`src/rtl/lru_name_address_cache_unit_defines.svh`:
```
// Assertion macros shared by the name/address cache RTL.
// Depends on nothing; included by modules that carry concurrent checks.
`ifndef LRU_NAME_ADDRESS_CACHE_UNIT_DEFINES_SVH
`define LRU_NAME_ADDRESS_CACHE_UNIT_DEFINES_SVH

// A condition that must hold at every clock edge outside reset.
`define LNAC_ASSERT_ALWAYS(label, clk, rst_n, expr, msg) \
	label: assert property (@(posedge clk) disable iff (!rst_n) (expr)) else $error(msg);

// A consequence that must hold in the same cycle as its cause.
`define LNAC_ASSERT_SAME(label, clk, rst_n, ante, cons, msg) \
	label: assert property (@(posedge clk) disable iff (!rst_n) (ante) |-> (cons)) \
		else $error(msg);

// A consequence that must hold in the cycle after its cause.
`define LNAC_ASSERT_NEXT(label, clk, rst_n, ante, cons, msg) \
	label: assert property (@(posedge clk) disable iff (!rst_n) (ante) |=> (cons)) \
		else $error(msg);

`endif

```
`src/rtl/lnac_pkg.sv`:
```
// Shared types and constants for the name/address cache.
// Depends on nothing; used by the store, the controller and the top level.
package lnac_pkg;

	localparam int CACHE_ENTRIES_DEF = 10;

	localparam int ADDR_W  = 32;
	localparam int KEY_W   = 64;
	localparam int STAMP_W = 32;

	localparam int S_TDATA_W = 256;
	localparam int M_TDATA_W = 160;

	// Operation codes carried in the slave tuser bit.
	localparam logic OP_INSERT = 1'b0;
	localparam logic OP_LOOKUP = 1'b1;

	// Payload of one cache entry.
	typedef struct packed {
		logic [KEY_W-1:0]  dotted_key;
		logic [KEY_W-1:0]  name_key;
		logic [ADDR_W-1:0] address;
	} entry_t;

	// Write request from the controller to the entry store.
	typedef struct packed {
		logic               data_we;
		logic               stamp_we;
		entry_t             data;
		logic [STAMP_W-1:0] stamp;
	} wr_req_t;

endpackage

```
`src/rtl/lnac_store.sv`:
```
// Entry store: payload memory, last-used stamp memory and per-slot valid bits.
// Depends on lnac_pkg; both memories have a registered read.
module lnac_store #(
	parameter int ENTRIES = lnac_pkg::CACHE_ENTRIES_DEF,
	parameter int IDX_W   = 4
) (
	input  logic                          clk,
	input  logic                          arst_n,
	input  logic                          rd_en,
	input  logic [IDX_W-1:0]              rd_idx,
	input  logic [IDX_W-1:0]              wr_idx,
	input  lnac_pkg::wr_req_t             wr,
	output lnac_pkg::entry_t              rd_entry,
	output logic [lnac_pkg::STAMP_W-1:0]  rd_stamp,
	output logic [ENTRIES-1:0]            valid
);

	lnac_pkg::entry_t             data_mem [ENTRIES];
	logic [lnac_pkg::STAMP_W-1:0] stamp_mem [ENTRIES];
	lnac_pkg::entry_t             rd_entry_q;
	logic [lnac_pkg::STAMP_W-1:0] rd_stamp_q;
	logic [ENTRIES-1:0]           valid_q;

	// Payload memory with registered read.
	always_ff @(posedge clk) begin
		if (wr.data_we) begin
			data_mem[wr_idx] <= wr.data;
		end
		if (rd_en) begin
			rd_entry_q <= data_mem[rd_idx];
		end
	end

	// Stamp memory with registered read.
	always_ff @(posedge clk) begin
		if (wr.stamp_we) begin
			stamp_mem[wr_idx] <= wr.stamp;
		end
		if (rd_en) begin
			rd_stamp_q <= stamp_mem[rd_idx];
		end
	end

	// A slot becomes valid on its first payload write and stays valid.
	always_ff @(posedge clk or negedge arst_n) begin
		if (!arst_n) begin
			valid_q <= '0;
		end else if (wr.data_we) begin
			valid_q[wr_idx] <= 1'b1;
		end
	end

	assign rd_entry = rd_entry_q;
	assign rd_stamp = rd_stamp_q;
	assign valid    = valid_q;

endmodule

```
`src/rtl/lnac_ctrl.sv`:
```
// Sequencer of the name/address cache: handshakes, memory scan, result register.
// Depends on lnac_pkg and the assertion macros; drives the ports of lnac_store.
`include "lru_name_address_cache_unit_defines.svh"

module lnac_ctrl #(
	parameter int ENTRIES = lnac_pkg::CACHE_ENTRIES_DEF,
	parameter int IDX_W   = 4
) (
	input  logic                            clk,
	input  logic                            arst_n,
	input  logic                            s_tvalid,
	output logic                            s_tready,
	input  logic [lnac_pkg::S_TDATA_W-1:0]  s_tdata,
	input  logic [0:0]                      s_tuser,
	output logic                            m_tvalid,
	input  logic                            m_tready,
	output logic [lnac_pkg::M_TDATA_W-1:0]  m_tdata,
	output logic [1:0]                      m_tuser,
	output logic                            rd_en,
	output logic [IDX_W-1:0]                rd_idx,
	output logic [IDX_W-1:0]                wr_idx,
	output lnac_pkg::wr_req_t               wr,
	input  lnac_pkg::entry_t                rd_entry,
	input  logic [lnac_pkg::STAMP_W-1:0]    rd_stamp,
	input  logic [ENTRIES-1:0]              valid
);

	localparam int CNT_W = $clog2(ENTRIES + 1);
	localparam logic [IDX_W-1:0] LAST_IDX = IDX_W'(ENTRIES - 1);

	typedef enum logic [2:0] {
		S_IDLE = 3'b001,
		S_SCAN = 3'b010,
		S_DONE = 3'b100
	} state_t;

	state_t                        state_q;
	logic [CNT_W-1:0]              count_q;
	logic [CNT_W-1:0]              issue_q;
	logic                          rd_vld_s1;
	logic [IDX_W-1:0]              idx_s1;

	logic                          op_q;
	logic [lnac_pkg::STAMP_W-1:0]  time_q;
	lnac_pkg::entry_t              item_q;
	logic [lnac_pkg::KEY_W-1:0]    host_q;
	logic [lnac_pkg::STAMP_W-1:0]  best_stamp_q;
	logic [IDX_W-1:0]              best_idx_q;

	logic                          res_hit_q;
	logic                          res_ev_q;
	lnac_pkg::entry_t              res_entry_q;

	logic                          m_tvalid_q;
	lnac_pkg::entry_t              m_entry_q;
	logic [1:0]                    m_tuser_q;

	logic                          accept;
	logic                          in_op;
	logic [lnac_pkg::STAMP_W-1:0]  in_time;
	lnac_pkg::entry_t              in_entry;
	logic [lnac_pkg::KEY_W-1:0]    in_host;
	logic                          full;
	logic [IDX_W-1:0]              free_idx;
	logic                          fast_insert;
	logic                          key_match;
	logic                          last_s1;
	logic                          older;
	logic [IDX_W-1:0]              victim_idx;
	logic                          scan_hit;
	logic                          scan_end;
	logic                          out_free;

	// Lowest slot whose valid bit is clear.
	function automatic logic [IDX_W-1:0] lowest_free(input logic [ENTRIES-1:0] v);
		logic [IDX_W-1:0] idx;
		idx = '0;
		for (int i = ENTRIES - 1; i >= 0; i--) begin
			if (!v[i]) begin
				idx = IDX_W'(i);
			end
		end
		return idx;
	endfunction

	// Input transaction fields.
	assign in_op             = s_tuser[0];
	assign in_time           = s_tdata[31:0];
	assign in_entry.address  = s_tdata[63:32];
	assign in_entry.name_key = s_tdata[127:64];
	assign in_entry.dotted_key = s_tdata[191:128];
	assign in_host           = s_tdata[255:192];

	assign s_tready    = (state_q == S_IDLE);
	assign accept      = s_tvalid && s_tready;
	assign full        = (count_q == CNT_W'(ENTRIES));
	assign free_idx    = lowest_free(valid);
	assign fast_insert = accept && (in_op == lnac_pkg::OP_INSERT) && !full;

	// Scan read port: one slot per cycle until every slot has been issued or the scan ends.
	assign rd_en  = (state_q == S_SCAN) && (issue_q < CNT_W'(ENTRIES));
	assign rd_idx = issue_q[IDX_W-1:0];

	// Compare stage on the registered read data.
	assign key_match = valid[idx_s1] &&
		((rd_entry.name_key == host_q) || (rd_entry.dotted_key == host_q));
	assign last_s1    = (idx_s1 == LAST_IDX);
	assign older      = (idx_s1 == '0) || (rd_stamp < best_stamp_q);
	assign victim_idx = older ? idx_s1 : best_idx_q;
	assign scan_hit   = (state_q == S_SCAN) && rd_vld_s1 &&
		(op_q == lnac_pkg::OP_LOOKUP) && key_match;
	assign scan_end   = (state_q == S_SCAN) && rd_vld_s1 && (scan_hit || last_s1);

	assign out_free = !m_tvalid_q || m_tready;

	// Memory write request: free-slot insert, victim replacement or stamp refresh.
	always_comb begin
		wr.data_we  = 1'b0;
		wr.stamp_we = 1'b0;
		wr.data     = item_q;
		wr.stamp    = time_q;
		wr_idx      = idx_s1;
		if (fast_insert) begin
			wr.data_we  = 1'b1;
			wr.stamp_we = 1'b1;
			wr.data     = in_entry;
			wr.stamp    = in_time;
			wr_idx      = free_idx;
		end else if (scan_end && (op_q == lnac_pkg::OP_INSERT)) begin
			wr.data_we  = 1'b1;
			wr.stamp_we = 1'b1;
			wr_idx      = victim_idx;
		end else if (scan_hit) begin
			wr.stamp_we = 1'b1;
		end
	end

	// Control state: sequencer, scan counters, fill count and output valid.
	always_ff @(posedge clk or negedge arst_n) begin
		if (!arst_n) begin
			state_q    <= S_IDLE;
			count_q    <= '0;
			issue_q    <= '0;
			rd_vld_s1  <= 1'b0;
			m_tvalid_q <= 1'b0;
		end else begin
			if ((state_q == S_DONE) && out_free) begin
				m_tvalid_q <= 1'b1;
			end else if (m_tvalid_q && m_tready) begin
				m_tvalid_q <= 1'b0;
			end
			case (state_q)
				S_IDLE: begin
					if (accept) begin
						issue_q   <= '0;
						rd_vld_s1 <= 1'b0;
						if (fast_insert) begin
							count_q <= count_q + CNT_W'(1);
							state_q <= S_DONE;
						end else begin
							state_q <= S_SCAN;
						end
					end
				end
				S_SCAN: begin
					rd_vld_s1 <= rd_en && !scan_end;
					if (rd_en) begin
						issue_q <= issue_q + CNT_W'(1);
					end
					if (scan_end) begin
						state_q <= S_DONE;
					end
				end
				S_DONE: begin
					if (out_free) begin
						state_q <= S_IDLE;
					end
				end
				default: begin
					state_q <= S_IDLE;
				end
			endcase
		end
	end

	// Item, scan pipeline and result payload registers.
	always_ff @(posedge clk) begin
		if (accept) begin
			op_q   <= in_op;
			time_q <= in_time;
			item_q <= in_entry;
			host_q <= in_host;
		end
		if (state_q == S_SCAN) begin
			idx_s1 <= rd_idx;
		end
		if ((state_q == S_SCAN) && rd_vld_s1 && older) begin
			best_stamp_q <= rd_stamp;
			best_idx_q   <= idx_s1;
		end
		if (fast_insert) begin
			res_hit_q   <= 1'b1;
			res_ev_q    <= 1'b0;
			res_entry_q <= in_entry;
		end else if (scan_end) begin
			if (op_q == lnac_pkg::OP_INSERT) begin
				res_hit_q   <= 1'b1;
				res_ev_q    <= 1'b1;
				res_entry_q <= item_q;
			end else if (scan_hit) begin
				res_hit_q   <= 1'b1;
				res_ev_q    <= 1'b0;
				res_entry_q <= rd_entry;
			end else begin
				res_hit_q   <= 1'b0;
				res_ev_q    <= 1'b0;
				res_entry_q <= '0;
			end
		end
		if ((state_q == S_DONE) && out_free) begin
			m_entry_q <= res_entry_q;
			m_tuser_q <= {res_ev_q, res_hit_q};
		end
	end

	assign m_tvalid = m_tvalid_q;
	assign m_tdata  = {m_entry_q.dotted_key, m_entry_q.name_key, m_entry_q.address};
	assign m_tuser  = m_tuser_q;

	// The fill count tracks the valid bits exactly.
	`LNAC_ASSERT_ALWAYS(a_count_matches_valid, clk, arst_n, $countones(valid) == count_q, "fill count disagrees with valid bits")
	// A result only enters the output register from the completion state.
	`LNAC_ASSERT_SAME(a_result_from_done, clk, arst_n, $rose(m_tvalid_q), $past(state_q == S_DONE), "output loaded outside completion")
	// An insert into a table with a free slot completes without a scan.
	`LNAC_ASSERT_NEXT(a_fast_insert_done, clk, arst_n, fast_insert, (state_q == S_DONE) && res_hit_q && !res_ev_q, "free-slot insert did not complete")
	// A lookup scan never rewrites entry payloads.
	`LNAC_ASSERT_SAME(a_lookup_no_payload_write, clk, arst_n, (state_q == S_SCAN) && (op_q == lnac_pkg::OP_LOOKUP), !wr.data_we, "lookup wrote entry payload")

endmodule

```
`src/rtl/lru_name_address_cache_unit.sv`:
```
// An insert into a table with a free slot skips the scan and goes from acceptance straight to the
// completion state; a full-table insert or a lookup scans the slots in order, a lookup stopping at its first hit.
// One transaction at a time: the next is accepted once the result reaches the output register,
// which waits while m_tready holds back an earlier result.
// Reset clears the valid bits, fill count and handshake state at once; entry memories are not
// cleared, and a slot's contents only count once it has been written.
module lru_name_address_cache_unit #(
	parameter int CACHE_ENTRIES = lnac_pkg::CACHE_ENTRIES_DEF
) (
	input  logic                            clk,
	input  logic                            arst_n,
	input  logic                            s_tvalid,
	output logic                            s_tready,
	// time_now[31:0], address[63:32], name_key[127:64], dotted_key[191:128], host_key[255:192]
	input  logic [lnac_pkg::S_TDATA_W-1:0]  s_tdata,
	// op[0]
	input  logic [0:0]                      s_tuser,
	output logic                            m_tvalid,
	input  logic                            m_tready,
	// found_address[31:0], found_name_key[95:32], found_dotted_key[159:96]
	output logic [lnac_pkg::M_TDATA_W-1:0]  m_tdata,
	// hit[0], evicted[1]
	output logic [1:0]                      m_tuser
);

	localparam int IDX_W = (CACHE_ENTRIES > 1) ? $clog2(CACHE_ENTRIES) : 1;

	logic                          rd_en;
	logic [IDX_W-1:0]              rd_idx;
	logic [IDX_W-1:0]              wr_idx;
	lnac_pkg::wr_req_t             wr;
	lnac_pkg::entry_t              rd_entry;
	logic [lnac_pkg::STAMP_W-1:0]  rd_stamp;
	logic [CACHE_ENTRIES-1:0]      valid;

	// Sequencer and result register.
	lnac_ctrl #(
		.ENTRIES (CACHE_ENTRIES),
		.IDX_W   (IDX_W)
	) u_ctrl (
		.clk      (clk),
		.arst_n   (arst_n),
		.s_tvalid (s_tvalid),
		.s_tready (s_tready),
		.s_tdata  (s_tdata),
		.s_tuser  (s_tuser),
		.m_tvalid (m_tvalid),
		.m_tready (m_tready),
		.m_tdata  (m_tdata),
		.m_tuser  (m_tuser),
		.rd_en    (rd_en),
		.rd_idx   (rd_idx),
		.wr_idx   (wr_idx),
		.wr       (wr),
		.rd_entry (rd_entry),
		.rd_stamp (rd_stamp),
		.valid    (valid)
	);

	// Entry memories and valid bits.
	lnac_store #(
		.ENTRIES (CACHE_ENTRIES),
		.IDX_W   (IDX_W)
	) u_store (
		.clk      (clk),
		.arst_n   (arst_n),
		.rd_en    (rd_en),
		.rd_idx   (rd_idx),
		.wr_idx   (wr_idx),
		.wr       (wr),
		.rd_entry (rd_entry),
		.rd_stamp (rd_stamp),
		.valid    (valid)
	);

endmodule

```
`config.mk`:
```
export PLATFORM = sky130hd
export DESIGN_NAME = lru_name_address_cache_unit
export DESIGN_NICKNAME = d
export VERILOG_FILES = /design/src/rtl/lnac_pkg.sv /design/src/rtl/lnac_store.sv /design/src/rtl/lnac_ctrl.sv /design/src/rtl/lru_name_address_cache_unit.sv
export VERILOG_INCLUDE_DIRS = /design/src /design/src/rtl
export SDC_FILE = /design/constraint.sdc
export NUM_CORES = 2
export LEC_CHECK = 0
export BUFFER_PORTS_ARGS = -buffer_cell sky130_fd_sc_hd__buf_4
export CAP_MARGIN = 20
export CELL_PAD_IN_SITES_DETAIL_PLACEMENT = 1
export CELL_PAD_IN_SITES_GLOBAL_PLACEMENT = 1
export CORE_ASPECT_RATIO = 1.25
export CORE_MARGIN = 2
export CORE_UTILIZATION = 54
export CTS_CLUSTER_DIAMETER = 150
export DETAILED_ROUTE_END_ITERATION = 12
export HOLD_SLACK_MARGIN = 0.15
export PLACE_DENSITY = 0.76
export SLEW_MARGIN = 10
export SYNTH_ARGS = -nofsm -noshare
export SYNTH_HDL_FRONTEND = slang
export SYNTH_SLANG_ARGS = --single-unit
```
`constraint.sdc`:
```
create_clock -name clk -period 11.9 [get_ports clk]
set_input_delay 1.19 -clock clk [delete_from_list [all_inputs] [get_ports clk]]
set_output_delay 1.19 -clock clk [all_outputs]
set_load 0.005 [all_outputs]
```
== Word-level counts from Yosys, hierarchy flattened ==
Memory sizes are Yosys's and may differ from the RTL's. A register that Yosys moved wholly into a read port is not among the register bits.
Cells that the tools add are included.
Operators by class
  $add $sub $neg: 2
  $lt $le $gt $ge: 5
  eq/ne operators: 11
  multiplexer cells: 44
  bitwise operators: 3
  reductions and logical operators: 30
Operator list (number)
  $mux 160: 4
  $mux 192: 1
  $eq 64x64->1: 2
  $mux 4: 15
  $lt 32x32->1: 1
  $logic_and 1x1->1: 15
  $mux 1: 14
  $mux 3: 4
  $lt 4x5->1 const B: 2
  $or 10x10->10: 1
  $pmux 3 s3: 1
  $reduce_and 3->1: 3
  $add 4x1->4 const B: 2
  $eq 4x4->1 const B: 2
  $pmux 4 s2: 1
  $ne 2x1->1 const B: 3
  $reduce_bool 2->1: 3
  $bmux 1 s4: 1
  $demux 1 s4: 1
  $ge 4x1->1 const B: 1
  $logic_not 4->1: 1
  $logic_or 1x1->1: 4
  $lt 4x4->1 const B: 1
  $eq 3x1->1 const B: 1
  other kinds (8): 11
Word-level totals
  flip-flop bits (word level): 644
  bits in writable memories: 1920
  input bits: 261
  output and inout port bits: 164
  word-level logic and storage cells: 121
  memories kept: 2
Memories
  u_store.data_mem: words 10, width 160, read ports 1, clocked after memory_dff 1, write ports 1, RTL line lnac_store.sv:18  | lnac_pkg::entry_t data_mem [ENTRIES];
  u_store.stamp_mem: words 10, width 32, read ports 1, clocked after memory_dff 1, write ports 1, RTL line lnac_store.sv:19  | logic [lnac_pkg::STAMP_W-1:0] stamp_mem [ENTRIES];

== Longest topological paths before layout ==
  depth in word-level cells: 16
  depth in mapped cells: 11

== By module ==
A second synthesis with hierarchy kept.
Second synthesis, totals
  cells, all modules: 6302
  area, all modules: 107483.1 um^2
Modules (own cells, without submodules)
  lnac_store: times used 1, cells an instance 4132, area an instance 80548.5 um^2
  lnac_ctrl: times used 1, cells an instance 2170, area an instance 26934.6 um^2

== Worst setup path before layout ==
Ideal clock, no wire load.
  kind: input -> register
  start: input s_tvalid
  end: memory u_store.data_mem[8][0] (netlist bit), enable pin
  setup time: 0.682 ns
  data arrival time: 9.318 ns
  data required time: 11.218 ns
  slack: 1.900 ns
  stages: 8
  path buffers: 1
  cells stage by stage: nand2_1 nor3_2 buf_2 nor2_1 a21oi_1 o31ai_4 a211o_2 nor2_1
Between the ends
  word-level cells in the longest chain between the ends: 6
  elaborated cells on any way between the ends: 7
  those cells by class: mux: 4; reduce/logical: 3
RTL lines
  start: declaration: RTL line lru_name_address_cache_unit.sv:12  | input logic s_tvalid,
  $logic_and 1x1->1 *: RTL line lnac_ctrl.sv:95  | assign accept = s_tvalid && s_tready;
  $logic_and 1x1->1 * (2 in a row): RTL line lnac_ctrl.sv:98  | assign fast_insert = accept && (in_op == lnac_pkg::OP_INSERT) && !full;
  $mux 2: RTL line lnac_ctrl.sv:123  | if (fast_insert) begin
  $mux 1: RTL line lnac_store.sv:26  | if (wr.data_we) begin
  $mux 1 (not written as such): RTL line lnac_store.sv:27  | data_mem[wr_idx] <= wr.data;
  end: declaration: RTL line lnac_store.sv:18
Mark *: on every way between the ends. The rest lies on a longest branch, timed or not.

== Worst setup path in the final report ==
  start: register u_ctrl.count_q[0]
  end: memory u_store.data_mem[6][26] (netlist bit), enable pin
Between the ends
  word-level cells in the longest chain between the ends: 6
  elaborated cells on any way between the ends: 7
  those cells by class: eq/ne: 1; mux: 4; reduce/logical: 2
RTL lines
  start: declaration: RTL line lnac_ctrl.sv:38  | logic [CNT_W-1:0] count_q;
  start signal: assignment: RTL line lnac_ctrl.sv:158  | count_q <= count_q + CNT_W'(1);
  $eq 4x4->1 *: RTL line lnac_ctrl.sv:96  | assign full = (count_q == CNT_W'(ENTRIES));
  $logic_not 1->1 *: RTL line lnac_ctrl.sv:98
  $logic_and 1x1->1 *: RTL line lnac_ctrl.sv:98
  $mux 2: RTL line lnac_ctrl.sv:123
  $mux 1: RTL line lnac_store.sv:26
  $mux 1 (not written as such): RTL line lnac_store.sv:27
Marks and branches as above.

==> impl_metrics.toml <==
[logic_synthesis]
synth_edf_count = 2731
synth_ff_type = "edfxtp_1"
async_flop_share = 0.00835
syn-cell-area_um2 = 106000
ys_seq_area_frac = 0.781
synth.distinct_cells = 63
synth_top_area_share = 0.775
synth_area_leader_cell = "edfxtp_1"
synth-seq-cells = 2756
synth.top_cells.by_area = "edfxtp_1, mux4_2, nand2_1"
syn-instance-count = 5683
yosysWarnings = 0
post-synth-top-count-cell = "edfxtp_1"
synth_common_cells = "edfxtp_1, nand2_1, mux4_2"
avgSynthCellArea_um2 = 18.6
synth_fp_nets = 5978

[clock_tree]
h-tree-depth = 5
clock_sinks = 2756
cts_buffers = 281
postCtsSetupRepairBufs = 0
cts.clk_slew.worst_paths_ps = 70
cts.path.max_buffers = 4
cts_tree = "done"
cts_root_buffer = "clkbuf_16"
clk-insertion-delay-late_ps = 940

[detailed_routing]
routed_via_density = 6.38
wl_per_cell_um = 32.9
dr_total_vias = 57100
drc = 0
drt_iter0_drc = 6553
wirelength_um = 295000
firstDrtPassIters = 5
postRouteAntennaNets = 0

[placement]
port_buffers = 424
placed_cells = 8460
routabilityCongestion = 0.878
dp_hpwl_um = 170000
dpl_cell_area_um2 = 112000

[pwr]
p_leak_nw = 40.9
vdd_drop_max_mv = 0.167
cellPowerDensity_nw_per_um2 = 159

[worst_hold_path]
hp-class = "flip-flop to flip-flop"
hold_path_depth = 0

[setup_path]
crit_required_ps = 12400
cp.arrival_ps = 7330
path_class = "flip-flop to flip-flop"
r2r_cells = 13
start_kind = "flip-flop"
end_kind = "flip-flop"
path_max_fanout = 134

[final_layout]
finalNetCount = 6479
drive_above_1_share = 0.206
stdcell_area_um2 = 121000
utilization = 0.621
final_cells = 8948
area_delta_synth_final_pct = 14.2

[floorplan]
row_count = 181
dieArea_um2 = 199000
die_y_um = 499
ios = 425
die_width_um = 400
core_um2 = 195000
start_util = 0.544

[grt]
grt_overflow = 0
track_usage = 0.296
grt_pass1_wl_um = 423000
grt_max_degree = 152
grt_antenna_before_repair = 21
grt_pass1_vias = 60200

[sta]
rsz0062_at_grt = "no"
drv_slew = 0
hold_viol_final = 0
skew_ps = 67.7
max_freq_mhz = 146
period_needed_ps = 6830
setup_viol = 0
worstMarginPinSlew_ps = 1300
fin_tns_setup_ps = 0
finalCritPeriodShare = 0.574
maxSlewHeadroom = 0.136

[outcome]
outcome = "complete, no violations"

[run]
drv_cap = 0
flip-flops by register name (all words and copies together) (netlist names), 2 cells and up:
register	flops
u_ctrl.best_idx_q	4
u_ctrl.best_stamp_q	32
u_ctrl.count_q	4
u_ctrl.host_q	64
u_ctrl.idx_s1	4
u_ctrl.item_q	160
u_ctrl.m_tdata	160
u_ctrl.m_tuser	2
u_ctrl.rd_idx	4
u_ctrl.res_entry_q	160
u_ctrl.state_q	3
u_ctrl.time_q	32
u_store.data_mem	1600
u_store.rd_entry	160
u_store.rd_stamp	32
u_store.stamp_mem	320
u_store.valid	10
worst paths after layout:
path                                   startpoint                 endpoint  slack, ps
max                             u_ctrl.count_q[0]  u_store.data_mem[6][26]       5070
min                        u_ctrl.res_entry_q[32]       u_ctrl.m_tdata[32]        400
max reg2reg                     u_ctrl.count_q[0]  u_store.data_mem[6][26]       5070
min reg2reg                u_ctrl.res_entry_q[32]       u_ctrl.m_tdata[32]        400
max in group asynchronous                  arst_n         u_ctrl.rd_idx[3]      10830
min in group asynchronous                  arst_n         u_ctrl.rd_idx[2]        730
metrics by stage:
step / total power, mW / setup WS, ps / hold WS [ps]
2_1_floorplan: 10.7 / 1900 / 400
3_3_place_gp: 10.8 / 4610 / 400
3_5_place_dp: 10.8 / 4440 / 405
4_1_cts: 19.3 / 5040 / 376
5_1_grt: 19.6 / 4750 / 401
6_report: 19.2 / 5070 / 402
placed cells by master (no fill, tap or decap), types with 8 or more instances in the layout:
cell type	count
a211oi_1	192
clkbuf_16	292
inv_1	37
edfxtp_1	2731
nor2_1	11
nor4_1	36
ha_1	34
nand2_1	605
a21oi_1	367
bufinv_16	20
mux4_2	384
clkbuf_1	48
mux2i_1	194
clkinv_2	47
buf_4	493
buf_12	16
o21ai_0	174
nand4_1	13
clkinv_1	55
xor2_1	129
nand3_1	11
dfrtp_1	18
nor2b_1	355
nor3_2	8
o21bai_1	8
nor2_4	11
logic make-up after synthesis:
kind of cell             share of synthesized area
AO/OA/AOI/OAI                               0.0422
XOR/XNOR                                    0.0109
adder cells (fa/ha/maj)                    0.00402
buffers and inverters                       0.0118
flip-flops                                   0.781
multiplexers                                 0.101
AND/OR/NAND/NOR                             0.0493
critical path, stage by stage, from the launching register on:
cell     delay (ps)
dfrtp_1         410
inv_1           120
ha_1            170
nand2_1          50
nor2_1          310
or3_4           550
buf_4           610
buf_12          620
a21oi_1         240
o21ai_2         250
nand2_1         350
nor2_4          890
buf_4           630
buf_4           910
layout make-up:
class | instances | area [um2]
Fill cell | 16600 | 73700
Multi-Input combinational cell | 2595 | 22100
Sequential cell | 2756 | 82600
Timing Repair Buffer | 510 | 4030
Clock inverter | 138 | 1190
Tap cell | 2562 | 3210
Inverter | 40 | 173
Antenna cell | 7 | 17.5
Clock buffer | 340 | 7490
routing by layer:
metal | vias up | track usage | part of all wire
li1 | 23400 | - | -
met4 | 26 | 0.104 | 0.036
met3 | 533 | 0.0637 | 0.096
met2 | 3031 | 0.473 | 0.48
met1 | 30100 | 0.406 | 0.38
met5 | - | 0 | 0.00052
where the power goes:
part | internal (mW) | switching, mW
clock | 4.90 | 3.63
combinational | 0.0565 | 0.0557
sequential | 10.5 | 0.0000000000000000184
total | 15.5 | 3.69
timing repair:
item	4_1_cts	5_1_grt
hold endpoints to repair	1	0
gates resized for setup	0	0
hold buffers	1	0
(Power assumes the default switching activity.)
